`src/design/ftsched_pkg.sv`:
```
// Shared constants, types and state machine codes of the fixed-step tick scheduler.
// Used by ftsched_ctrl, ftsched_dp and fixed_step_tick_scheduler; depends on nothing.
`default_nettype none

package ftsched_pkg;

  // Field widths.
  localparam int unsigned FT_W   = 32;  // frame time, 2^-24 s
  localparam int unsigned TS_W   = 24;  // time scale, Q8.16
  localparam int unsigned TI_W   = 32;  // tick interval
  localparam int unsigned MS_W   = 8;   // step cap
  localparam int unsigned PROD_W = FT_W + TS_W;
  localparam int unsigned SIM_W  = 40;
  localparam int unsigned SUM_W  = SIM_W + 1;
  localparam int unsigned FRAC_W = 16;
  localparam int unsigned QUO_W  = SUM_W + FRAC_W;
  localparam int unsigned REQ_W  = 34;
  localparam int unsigned ALPHA_W = FRAC_W + 1;
  localparam int unsigned CNT_W  = 64;
  localparam int unsigned LREQ_W = TS_W + 1 - FRAC_W;

  // Pacing constants.
  localparam int unsigned LOCKSTEP_CAP = 5;
  localparam int unsigned TIME_BITS    = 32;
  localparam int unsigned FT_KEEP      = (TIME_BITS < FT_W) ? TIME_BITS : FT_W;
  localparam logic [FT_W-1:0] FT_MASK  = FT_W'((64'd1 << FT_KEEP) - 64'd1);

  localparam logic [REQ_W-1:0]   TICK_MAX  = '1;
  localparam logic [ALPHA_W-1:0] ALPHA_ONE = ALPHA_W'(1) << FRAC_W;

  // Serial divider sequencing.
  localparam int unsigned STEP_W    = 6;
  localparam int unsigned DIV_STEPS = QUO_W;
  localparam int unsigned REM_STEP  = SUM_W;

  // Register map.
  localparam int unsigned ADDR_W = 3;
  localparam int unsigned DATA_W = 32;
  localparam logic REG_TICK_INTERVAL = 1'b0;
  localparam logic REG_MAX_STEPS     = 1'b1;

  typedef enum logic [2:0] {
    S_IDLE,
    S_MUL,
    S_PREP,
    S_MUL2,
    S_DIV,
    S_WRAP,
    S_TOTAL,
    S_OUT
  } state_e;

  typedef enum logic [1:0] {
    ROUTE_FINISH,
    ROUTE_TICKS,
    ROUTE_DIVIDE
  } route_e;

  typedef struct packed {
    logic capture;
    logic mul_scale;
    logic mul_tick;
    logic prep;
    logic div_step;
    logic latch_rem;
    logic wrap;
    logic totals;
    logic sim_lo;
    logic load_out;
  } cmd_t;

  typedef struct packed {
    route_e route;
    logic   out_free;
  } stat_t;

endpackage

`default_nettype wire

```
`src/design/ftsched_ctrl.sv`:
```
// Sequencer of the fixed-step tick scheduler: accepts a frame, steps the datapath
// through multiply, division and bookkeeping, and hands off the result. Uses ftsched_pkg.
`default_nettype none

module ftsched_ctrl (
  input  wire logic               clk_i,
  input  wire logic               rst_ni,
  input  wire logic               in_valid_i,
  output logic                    in_ready_o,
  input  wire ftsched_pkg::stat_t stat_i,
  output ftsched_pkg::cmd_t       cmd_o
);

  ftsched_pkg::state_e state_q, state_d;
  logic [ftsched_pkg::STEP_W-1:0] step_q, step_d;

  always_ff @(posedge clk_i or negedge rst_ni) begin
    if (!rst_ni) begin
      state_q <= ftsched_pkg::S_IDLE;
      step_q  <= '0;
    end else begin
      state_q <= state_d;
      step_q  <= step_d;
    end
  end

  always_comb begin
    state_d    = state_q;
    step_d     = step_q;
    cmd_o      = '0;
    in_ready_o = 1'b0;
    unique case (state_q)
      ftsched_pkg::S_IDLE: begin
        in_ready_o = 1'b1;
        if (in_valid_i) begin
          cmd_o.capture = 1'b1;
          state_d       = ftsched_pkg::S_MUL;
        end
      end
      ftsched_pkg::S_MUL: begin
        cmd_o.mul_scale = 1'b1;
        state_d         = ftsched_pkg::S_PREP;
      end
      ftsched_pkg::S_PREP: begin
        cmd_o.prep = 1'b1;
        step_d     = '0;
        unique case (stat_i.route)
          ftsched_pkg::ROUTE_TICKS:  state_d = ftsched_pkg::S_MUL2;
          ftsched_pkg::ROUTE_DIVIDE: state_d = ftsched_pkg::S_DIV;
          default:                   state_d = ftsched_pkg::S_TOTAL;
        endcase
      end
      ftsched_pkg::S_MUL2: begin
        cmd_o.mul_tick = 1'b1;
        state_d        = ftsched_pkg::S_TOTAL;
      end
      ftsched_pkg::S_DIV: begin
        cmd_o.div_step = 1'b1;
        // After the whole-tick bits the partial remainder is the kept remainder.
        cmd_o.latch_rem = (step_q == ftsched_pkg::STEP_W'(ftsched_pkg::REM_STEP));
        step_d          = step_q + 1'b1;
        if (step_q == ftsched_pkg::STEP_W'(ftsched_pkg::DIV_STEPS - 1)) begin
          state_d = ftsched_pkg::S_WRAP;
        end
      end
      ftsched_pkg::S_WRAP: begin
        cmd_o.wrap = 1'b1;
        state_d    = ftsched_pkg::S_TOTAL;
      end
      ftsched_pkg::S_TOTAL: begin
        cmd_o.totals = 1'b1;
        cmd_o.sim_lo = (stat_i.route == ftsched_pkg::ROUTE_TICKS);
        state_d      = ftsched_pkg::S_OUT;
      end
      ftsched_pkg::S_OUT: begin
        if (stat_i.out_free) begin
          cmd_o.load_out = 1'b1;
          state_d        = ftsched_pkg::S_IDLE;
        end
      end
      default: state_d = ftsched_pkg::S_IDLE;
    endcase
  end

endmodule

`default_nettype wire

```
`src/design/ftsched_dp.sv`:
```
// Datapath of the fixed-step tick scheduler: frame capture, shared multiplier, serial
// restoring divider, accumulators, drop counters and the output register. Uses ftsched_pkg.
`default_nettype none

module ftsched_dp (
  input  wire logic                              clk_i,
  input  wire logic                              rst_ni,
  input  wire ftsched_pkg::cmd_t                 cmd_i,
  output ftsched_pkg::stat_t                     stat_o,
  input  wire logic [ftsched_pkg::TI_W-1:0]      tick_interval_i,
  input  wire logic [ftsched_pkg::MS_W-1:0]      max_steps_i,
  input  wire logic                              clear_i,
  input  wire logic                              scene_mode_i,
  input  wire logic                              scene_physics_on_i,
  input  wire logic [1:0]                        advance_state_i,
  input  wire logic                              step_held_i,
  input  wire logic                              step_allowed_i,
  input  wire logic                              lockstep_mode_i,
  input  wire logic [ftsched_pkg::FT_W-1:0]      frame_time_i,
  input  wire logic [ftsched_pkg::TS_W-1:0]      speed_scale_i,
  input  wire logic                              out_ready_i,
  output logic                                   out_valid_o,
  output logic                                   update_logic_o,
  output logic [ftsched_pkg::MS_W-1:0]           committed_ticks_o,
  output logic [ftsched_pkg::REQ_W-1:0]          dropped_ticks_o,
  output logic [ftsched_pkg::FT_W-1:0]           camera_dt_o,
  output logic [ftsched_pkg::SIM_W-1:0]          simulation_dt_o,
  output logic [ftsched_pkg::ALPHA_W-1:0]        blend_alpha_o,
  output logic [ftsched_pkg::CNT_W-1:0]          dropped_total_o,
  output logic [ftsched_pkg::CNT_W-1:0]          hitch_total_o
);

  localparam int unsigned FT_W    = ftsched_pkg::FT_W;
  localparam int unsigned TS_W    = ftsched_pkg::TS_W;
  localparam int unsigned TI_W    = ftsched_pkg::TI_W;
  localparam int unsigned MS_W    = ftsched_pkg::MS_W;
  localparam int unsigned PROD_W  = ftsched_pkg::PROD_W;
  localparam int unsigned SIM_W   = ftsched_pkg::SIM_W;
  localparam int unsigned SUM_W   = ftsched_pkg::SUM_W;
  localparam int unsigned FRAC_W  = ftsched_pkg::FRAC_W;
  localparam int unsigned QUO_W   = ftsched_pkg::QUO_W;
  localparam int unsigned REQ_W   = ftsched_pkg::REQ_W;
  localparam int unsigned ALPHA_W = ftsched_pkg::ALPHA_W;
  localparam int unsigned CNT_W   = ftsched_pkg::CNT_W;
  localparam int unsigned LREQ_W  = ftsched_pkg::LREQ_W;

  // Captured frame.
  logic            scene_q, phys_q, step_q, lock_q;
  logic [FT_W-1:0] ft_q;
  logic [TS_W-1:0] ts_q;

  // Scheduler state.
  logic [TI_W-1:0]   wacc_q, wacc_d;
  logic [FRAC_W-1:0] lacc_q, lacc_d;
  logic [CNT_W-1:0]  dcnt_q, dcnt_d;
  logic [CNT_W-1:0]  hcnt_q, hcnt_d;

  // Working registers.
  logic [PROD_W-1:0] prod_q;
  logic [QUO_W-1:0]  dq_q;
  logic [TI_W-1:0]   rem_q;

  // Frame result.
  logic               upd_q;
  logic [MS_W-1:0]    comm_q;
  logic [REQ_W-1:0]   drop_q;
  logic [FT_W-1:0]    cam_q;
  logic [SIM_W-1:0]   sim_q;
  logic [ALPHA_W-1:0] alpha_q;

  logic out_valid_q;

  logic [TI_W-1:0]   ti_eff;
  logic              stepping;
  logic              phys_off;
  logic              lock_step;
  logic [TI_W-1:0]   mul_a;
  logic [TS_W-1:0]   mul_b;
  logic [SUM_W-1:0]  wsum;
  logic [TS_W:0]     lsum;
  logic [LREQ_W-1:0] lreq, lcomm, ldrop;
  logic [TI_W:0]     trial;
  logic              trial_ge;
  logic [SUM_W-1:0]  req_full;
  logic [REQ_W-1:0]  req_sat, max_ext, wcomm, wdrop;

  assign ti_eff   = (tick_interval_i == '0) ? TI_W'(1) : tick_interval_i;
  assign stepping = ((advance_state_i == 2'd1) || ((advance_state_i == 2'd2) && step_held_i))
                    && step_allowed_i;
  assign phys_off = scene_q & ~phys_q;
  assign lock_step = ~phys_off & lock_q & step_q;

  always_comb begin
    stat_o.out_free = ~out_valid_q | out_ready_i;
    if (phys_off || !step_q) begin
      stat_o.route = ftsched_pkg::ROUTE_FINISH;
    end else if (lock_q) begin
      stat_o.route = ftsched_pkg::ROUTE_TICKS;
    end else begin
      stat_o.route = ftsched_pkg::ROUTE_DIVIDE;
    end
  end

  // One multiplier serves scaled time, tick time scale and ticks times interval.
  assign mul_a = (cmd_i.mul_tick || lock_q) ? ti_eff : ft_q;
  assign mul_b = cmd_i.mul_tick ? TS_W'(comm_q) : ts_q;

  assign wsum = SUM_W'(wacc_q) + SUM_W'(prod_q[PROD_W-1:FRAC_W]);
  assign lsum = (TS_W + 1)'(lacc_q) + (TS_W + 1)'(ts_q);
  assign lreq = lsum[TS_W:FRAC_W];
  assign lcomm = (lreq < LREQ_W'(ftsched_pkg::LOCKSTEP_CAP))
                 ? lreq : LREQ_W'(ftsched_pkg::LOCKSTEP_CAP);
  assign ldrop = lreq - lcomm;

  // Restoring division step: one quotient bit per cycle.
  assign trial    = {rem_q, dq_q[QUO_W-1]};
  assign trial_ge = (trial >= (TI_W + 1)'(ti_eff));

  assign req_full = dq_q[QUO_W-1:FRAC_W];
  assign req_sat  = (|req_full[SUM_W-1:REQ_W]) ? ftsched_pkg::TICK_MAX : req_full[REQ_W-1:0];
  assign max_ext  = REQ_W'(max_steps_i);
  assign wcomm    = (req_sat < max_ext) ? req_sat : max_ext;
  assign wdrop    = req_sat - wcomm;

  always_comb begin
    wacc_d = wacc_q;
    lacc_d = lacc_q;
    dcnt_d = dcnt_q;
    hcnt_d = hcnt_q;
    if (cmd_i.capture && clear_i) begin
      wacc_d = '0;
      lacc_d = '0;
      dcnt_d = '0;
      hcnt_d = '0;
    end
    if (cmd_i.prep) begin
      if (phys_off) begin
        wacc_d = '0;
        lacc_d = '0;
      end else if (lock_q) begin
        wacc_d = '0;
        lacc_d = step_q ? lsum[FRAC_W-1:0] : '0;
      end else begin
        lacc_d = '0;
        if (!step_q) begin
          wacc_d = '0;
        end
      end
    end
    if (cmd_i.latch_rem) begin
      wacc_d = rem_q;
    end
    if (cmd_i.totals && (drop_q != '0)) begin
      dcnt_d = dcnt_q + CNT_W'(drop_q);
      hcnt_d = hcnt_q + CNT_W'(1);
    end
  end

  always_ff @(posedge clk_i or negedge rst_ni) begin
    if (!rst_ni) begin
      wacc_q      <= '0;
      lacc_q      <= '0;
      dcnt_q      <= '0;
      hcnt_q      <= '0;
      out_valid_q <= 1'b0;
    end else begin
      wacc_q <= wacc_d;
      lacc_q <= lacc_d;
      dcnt_q <= dcnt_d;
      hcnt_q <= hcnt_d;
      if (cmd_i.load_out) begin
        out_valid_q <= 1'b1;
      end else if (out_ready_i) begin
        out_valid_q <= 1'b0;
      end
    end
  end

  always_ff @(posedge clk_i) begin
    if (cmd_i.capture) begin
      scene_q <= scene_mode_i;
      phys_q  <= scene_physics_on_i;
      step_q  <= stepping;
      lock_q  <= lockstep_mode_i;
      ft_q    <= frame_time_i & ftsched_pkg::FT_MASK;
      ts_q    <= speed_scale_i;
    end
    if (cmd_i.mul_scale || cmd_i.mul_tick) begin
      prod_q <= PROD_W'(mul_a) * PROD_W'(mul_b);
    end
    if (cmd_i.prep) begin
      upd_q   <= ~phys_off;
      cam_q   <= phys_off ? '0 : ft_q;
      sim_q   <= phys_off ? '0 : prod_q[PROD_W-1:FRAC_W];
      comm_q  <= lock_step ? MS_W'(lcomm) : '0;
      drop_q  <= lock_step ? REQ_W'(ldrop) : '0;
      alpha_q <= lock_step ? ftsched_pkg::ALPHA_ONE : '0;
      // The fraction bits of the dividend are zero, so the low quotient bits are alpha.
      dq_q  <= {wsum, FRAC_W'(0)};
      rem_q <= '0;
    end
    if (cmd_i.div_step) begin
      dq_q  <= {dq_q[QUO_W-2:0], trial_ge};
      rem_q <= trial_ge ? TI_W'(trial - (TI_W + 1)'(ti_eff)) : trial[TI_W-1:0];
    end
    if (cmd_i.wrap) begin
      comm_q  <= MS_W'(wcomm);
      drop_q  <= wdrop;
      alpha_q <= ALPHA_W'(dq_q[FRAC_W-1:0]);
    end
    if (cmd_i.sim_lo) begin
      sim_q <= prod_q[SIM_W-1:0];
    end
    if (cmd_i.load_out) begin
      update_logic_o    <= upd_q;
      committed_ticks_o <= comm_q;
      dropped_ticks_o   <= drop_q;
      camera_dt_o       <= cam_q;
      simulation_dt_o   <= sim_q;
      blend_alpha_o     <= alpha_q;
      dropped_total_o   <= dcnt_q;
      hitch_total_o     <= hcnt_q;
    end
  end

  assign out_valid_o = out_valid_q;

endmodule

`default_nettype wire

```
`src/design/fixed_step_tick_scheduler.sv`:
```
// Top level of the fixed-step tick scheduler: configuration registers and the
// sequencer and datapath. Depends on ftsched_pkg, ftsched_ctrl and ftsched_dp.
//
// One input transfer per rendered frame yields one result transfer giving the physics
// ticks to run, the ticks dropped by the cap, camera and simulation time, the blend
// fraction and the running drop totals. A wall-clock frame that steps runs the
// 57-step serial restoring divider (one quotient bit per cycle), which yields the tick
// count, the kept remainder and the blend fraction. Lockstep frames that step use a
// second multiply instead, and all other frames skip both.
// The result sits in an output register, so the next frame is accepted while it waits.
// Registers: tick_interval at byte address 0 (zero acts as one), max_steps_per_frame
// at byte address 4 (low 8 bits). Write them only while no frame is in flight.
`default_nettype none

module fixed_step_tick_scheduler (
  input  wire logic                                clk_i,
  input  wire logic                                rst_ni,
  input  wire logic                                psel,
  input  wire logic                                penable,
  input  wire logic                                pwrite,
  input  wire logic [ftsched_pkg::ADDR_W-1:0]      paddr,
  input  wire logic [ftsched_pkg::DATA_W-1:0]      pwdata,
  output logic [ftsched_pkg::DATA_W-1:0]           prdata,
  output logic                                     pready,
  input  wire logic                                in_valid_i,
  output logic                                     in_ready_o,
  input  wire logic                                clear_i,
  input  wire logic                                scene_mode_i,
  input  wire logic                                scene_physics_on_i,
  input  wire logic [1:0]                          advance_state_i,
  input  wire logic                                step_held_i,
  input  wire logic                                step_allowed_i,
  input  wire logic                                lockstep_mode_i,
  input  wire logic [ftsched_pkg::FT_W-1:0]        frame_time_i,
  input  wire logic [ftsched_pkg::TS_W-1:0]        speed_scale_i,
  output logic                                     out_valid_o,
  input  wire logic                                out_ready_i,
  output logic                                     update_logic_o,
  output logic [ftsched_pkg::MS_W-1:0]             committed_ticks_o,
  output logic [ftsched_pkg::REQ_W-1:0]            dropped_ticks_o,
  output logic [ftsched_pkg::FT_W-1:0]             camera_dt_o,
  output logic [ftsched_pkg::SIM_W-1:0]            simulation_dt_o,
  output logic [ftsched_pkg::ALPHA_W-1:0]          blend_alpha_o,
  output logic [ftsched_pkg::CNT_W-1:0]            dropped_total_o,
  output logic [ftsched_pkg::CNT_W-1:0]            hitch_total_o
);

  logic [ftsched_pkg::TI_W-1:0] tick_interval_q;
  logic [ftsched_pkg::MS_W-1:0] max_steps_q;
  logic                         cfg_write;
  logic                         reg_sel;
  ftsched_pkg::cmd_t            cmd;
  ftsched_pkg::stat_t           stat;

  assign pready    = 1'b1;
  assign cfg_write = psel & penable & pwrite & pready;
  assign reg_sel   = paddr[2];

  always_ff @(posedge clk_i or negedge rst_ni) begin
    if (!rst_ni) begin
      tick_interval_q <= ftsched_pkg::TI_W'(279620);
      max_steps_q     <= ftsched_pkg::MS_W'(4);
    end else if (cfg_write) begin
      unique case (reg_sel)
        ftsched_pkg::REG_TICK_INTERVAL: tick_interval_q <= pwdata[ftsched_pkg::TI_W-1:0];
        ftsched_pkg::REG_MAX_STEPS:     max_steps_q     <= pwdata[ftsched_pkg::MS_W-1:0];
        default: ;
      endcase
    end
  end

  always_comb begin
    unique case (reg_sel)
      ftsched_pkg::REG_TICK_INTERVAL: prdata = ftsched_pkg::DATA_W'(tick_interval_q);
      ftsched_pkg::REG_MAX_STEPS:     prdata = ftsched_pkg::DATA_W'(max_steps_q);
      default:                        prdata = '0;
    endcase
  end

  ftsched_ctrl u_ctrl (
    .clk_i      (clk_i),
    .rst_ni     (rst_ni),
    .in_valid_i (in_valid_i),
    .in_ready_o (in_ready_o),
    .stat_i     (stat),
    .cmd_o      (cmd)
  );

  ftsched_dp u_dp (
    .clk_i              (clk_i),
    .rst_ni             (rst_ni),
    .cmd_i              (cmd),
    .stat_o             (stat),
    .tick_interval_i    (tick_interval_q),
    .max_steps_i        (max_steps_q),
    .clear_i            (clear_i),
    .scene_mode_i       (scene_mode_i),
    .scene_physics_on_i (scene_physics_on_i),
    .advance_state_i    (advance_state_i),
    .step_held_i        (step_held_i),
    .step_allowed_i     (step_allowed_i),
    .lockstep_mode_i    (lockstep_mode_i),
    .frame_time_i       (frame_time_i),
    .speed_scale_i      (speed_scale_i),
    .out_ready_i        (out_ready_i),
    .out_valid_o        (out_valid_o),
    .update_logic_o     (update_logic_o),
    .committed_ticks_o  (committed_ticks_o),
    .dropped_ticks_o    (dropped_ticks_o),
    .camera_dt_o        (camera_dt_o),
    .simulation_dt_o    (simulation_dt_o),
    .blend_alpha_o      (blend_alpha_o),
    .dropped_total_o    (dropped_total_o),
    .hitch_total_o      (hitch_total_o)
  );

endmodule

`default_nettype wire
```
`config.mk`:
```
export PLATFORM = sky130hd
export DESIGN_NAME = fixed_step_tick_scheduler
export DESIGN_NICKNAME = d
export VERILOG_FILES = /design/src/design/ftsched_pkg.sv /design/src/design/ftsched_ctrl.sv /design/src/design/ftsched_dp.sv /design/src/design/fixed_step_tick_scheduler.sv
export SDC_FILE = /design/constraint.sdc
export NUM_CORES = 2
export LEC_CHECK = 0
export ABC_AREA = 1
export BUFFER_PORTS_ARGS = -buffer_cell sky130_fd_sc_hd__clkbuf_2
export CORE_AREA = 2 2 424 321
export DETAILED_ROUTE_END_ITERATION = 8
export DIE_AREA = 0 0 426 323
export PLACE_DENSITY_LB_ADDON = 0.1
export SYNTH_ARGS = -nofsm -noshare
export SYNTH_HDL_FRONTEND = slang
export SYNTH_SLANG_ARGS = --single-unit
```
`constraint.sdc`:
```
create_clock -name clk_i -period 19.5 [get_ports clk_i]
set_input_delay 1.95 -clock clk_i [delete_from_list [all_inputs] [get_ports clk_i]]
set_output_delay 1.95 -clock clk_i [all_outputs]
set_load 0.01 [all_outputs]
```
==> impl_metrics.json <==
{
  "timing.reg2reg.setup_slack_ns": 9.77,
  "drt-vias-per-instance": 5.55,
  "ys_types": 74,
  "ys.flop_type": "edfxtp_1",
  "wirelength_mm": 227,
  "worstSkewPairLatency_ns": 0.70,
  "final_common_cell": "nand2_1",
  "min_period_ns": 9.73,
  "dieArea_sq_um": 138000,
  "firstDrtPassIters": 6,
  "r2r_cells": 30,
  "grt_max_degree": 116,
  "grt_use_total": 0.331,
  "layout_common_cells": "nand2_1, inv_1, nor2_1",
  "clk_pin_slew_ns": 0.06,
  "setup_viol": 0,
  "ff_latch_area_sq_um": 23600,
  "synth-edff-count": 596,
  "ctsResizeCount": 0,
  "endpoint": "u_dp.prod_q[55]",
  "drive_gt1_frac": 0.101,
  "syn-cell-area_sq_um": 65000,
  "synth_seq_cells": 823,
  "synth-compound-area-share": 0.0766,
  "antenna_found_initial": 12,
  "cts_sinks": 823,
  "r2r_end": "u_dp.prod_q[55]",
  "grt-ovfl-total": 0,
  "syn_area_per_cell_sq_um": 8.94,
  "crit_path_max_incr_delay_ns": 0.64,
  "start_util": 0.485,
  "required_ns": 19.93,
  "cts_buffers": 84,
  "critPathKind": "reg -> reg",
  "die_h_um": 323,
  "routabilityCongestion": 1.07,
  "cp_max_fo": 48,
  "status": "finished clean",
  "cts_setup_buffers": 0,
  "grt_pass1_vias": 50000,
  "slew_viol_final": 0,
  "ys_async_sr_fraction": 0.275,
  "postPlaceCellArea_sq_um": 69000,
  "drtIter0Drc": 5525,
  "cts_root_buffer": "clkbuf_16",
  "ios": 401,
  "rows": 117,
  "syn-instance-count": 7268,
  "vias": 52500,
  "portBuffers": 397,
  "worst_ep_arrival_time_ns": 10.16,
  "num-fill-cells": 12600,
  "hold_class": "reg -> reg",
  "htreeDepth": 3,
  "die_w_um": 426,
  "area_delta_synth_final_pct": 10.5,
  "core_sq_um": 134000,
  "critPathLaunch": "u_ctrl.state_q[0]",
  "synth-adder-area-share": 0.265,
  "slew_headroom": 0.140,
  "cpMaxStageDelayCell": "fa_1",
  "worstMarginPinSlew_ns": 1.29,
  "fin_tns_setup_ns": 0,
  "period_share": 0.499,
  "fin_nets": 8696,
  "syn_nets": 8353,
  "hold_viol_final": 0,
  "hold_buffers": 0,
  "synth-xor-area-share": 0.0166,
  "reg2reg_from": "u_ctrl.state_q[0]",
  "yosysWarnings": 0,
  "synth_top_family_by_area": "adder cells",
  "wl_per_cell_um": 24.0,
  "final_area_sq_um": 71800,
  "grt_pass1_wl_mm": 333,
  "cap_violations": 0,
  "end_kind": "register",
  "drc_errors": 0,
  "hpwl_mm": 180,
  "ant_nets": 0,
  "cts_tree": "yes",
  "cp-start-kind": "register",
  "yosys.area_share.simple": 0.184,
  "clock_skew_ns": 0.0355,
  "synth_seq_area_share": 0.363,
  "clockBufferDepth": 3,
  "fmax_ghz": 0.103,
  "multi_input_area_sq_um": 35600,
  "rsz0062_at_grt": "no",
  "crit_top_cell": "fa_1",
  "synth.area.mux_share": 0.00385
}
==> cells by family after synthesis <==
group	count (synthesis)
adders and majority gates	980
other	1
AOI/OAI and AO/OA	904
DFF	823
xor gates and xnor gates	123
buffers and inverters	1553
and+or+nand+nor	2859
muxes	25
==> sequential cells by signal, indices dropped and copies added, names as in the netlist, 32 cells and up <==
signal                flops
u_dp.dropped_total_o     64
u_dp.sim_q               40
tick_interval_q          32
u_dp.wacc_q              32
u_dp.dq_q                57
u_dp.hcnt_q              64
u_dp.dcnt_q              64
u_dp.dropped_ticks_o     34
u_dp.hitch_total_o       64
u_dp.camera_dt_o         32
u_dp.cam_q               32
u_dp.simulation_dt_o     40
u_dp.rem_q               32
u_dp.ft_q                32
u_dp.prod_q              56
u_dp.drop_q              34
==> how the worst min path moves through the flow <==
| stage | from | endpoint | cells after the start |
|---|---|---|---|
| after floorplan | u_dp.alpha_q[0] | u_dp.blend_alpha_o[0] | 0 |
| after global placement | u_dp.cam_q[27] | u_dp.camera_dt_o[27] | 0 |
| after detailed placement | u_dp.cam_q[28] | u_dp.camera_dt_o[28] | 0 |
| after CTS | u_dp.alpha_q[10] | u_dp.blend_alpha_o[10] | 0 |
| after global routing | u_dp.sim_q[23] | u_dp.simulation_dt_o[23] | 0 |
| final | u_dp.sim_q[12] | u_dp.simulation_dt_o[12] | 0 |
==> cell usage after synthesis (all sizes together), types with 15 or more instances <==
library cell | n | area (sq um)
a21o | 15 | 113
a21oi | 358 | 1810
a31oi | 43 | 269
buf | 60 | 333
clkbuf | 167 | 627
dfrtp | 220 | 5510
edfxtp | 596 | 17900
fa | 663 | 13300
ha | 316 | 3950
inv | 1314 | 4930
mux2i | 25 | 250
nand2 | 1364 | 5160
nand3 | 287 | 1450
nand4 | 79 | 507
nor2 | 946 | 3690
nor3 | 86 | 460
nor4 | 52 | 350
o21a | 23 | 173
o21ai | 394 | 2040
or2 | 20 | 125
xnor2 | 68 | 596
xor2 | 55 | 482
==> worst max-delay path, delay by kind of cell, from the launching register on <==
family                     cells  cell delay (ns)
and+or+nand+nor                3             0.40
adders and majority gates      8             4.14
DFF                            1             0.49
AOI/OAI and AO/OA              8             1.99
xor gates and xnor gates       1             0.08
buffers and inverters         10             2.26
==> layout make-up <==
class                   instances  share of cell area
well taps                    1785              0.0311
repair buffers                484              0.0371
inverters                    1326              0.0693
diodes                          3            0.000105
multi-input cells            4892               0.495
clock inverters                45             0.00674
flip-flops and latches        823               0.328
clock buffers                 112              0.0320
==> per-layer routing <==
| layer | GRT usage | vias to the layer above | wire length [um] |
|---|---|---|---|
| met5 | 0.00694 | - | 166 |
| met4 | 0.0920 | 6 | 7010 |
| met3 | 0.0931 | 309 | 24100 |
| met1 | 0.492 | 25900 | 101000 |
| li1 | - | 23800 | - |
| met2 | 0.469 | 2424 | 94700 |
==> through the flow <==
step                hold WS [ns]  setup slack [ns]   util  std cells
detailed placement         0.405              9.92  0.515       9310
global placement           0.401              9.98  0.515       9310
finish                     0.417              9.77  0.536       9470
global route               0.420              9.35  0.536       9470
CTS                        0.418              9.89  0.536       9467
floorplan                  0.400              5.91      -       7268
Power is left out: the tool's default activity adds up to more than one toggle a clock period on the data nets, which glitch-free logic cannot reach.
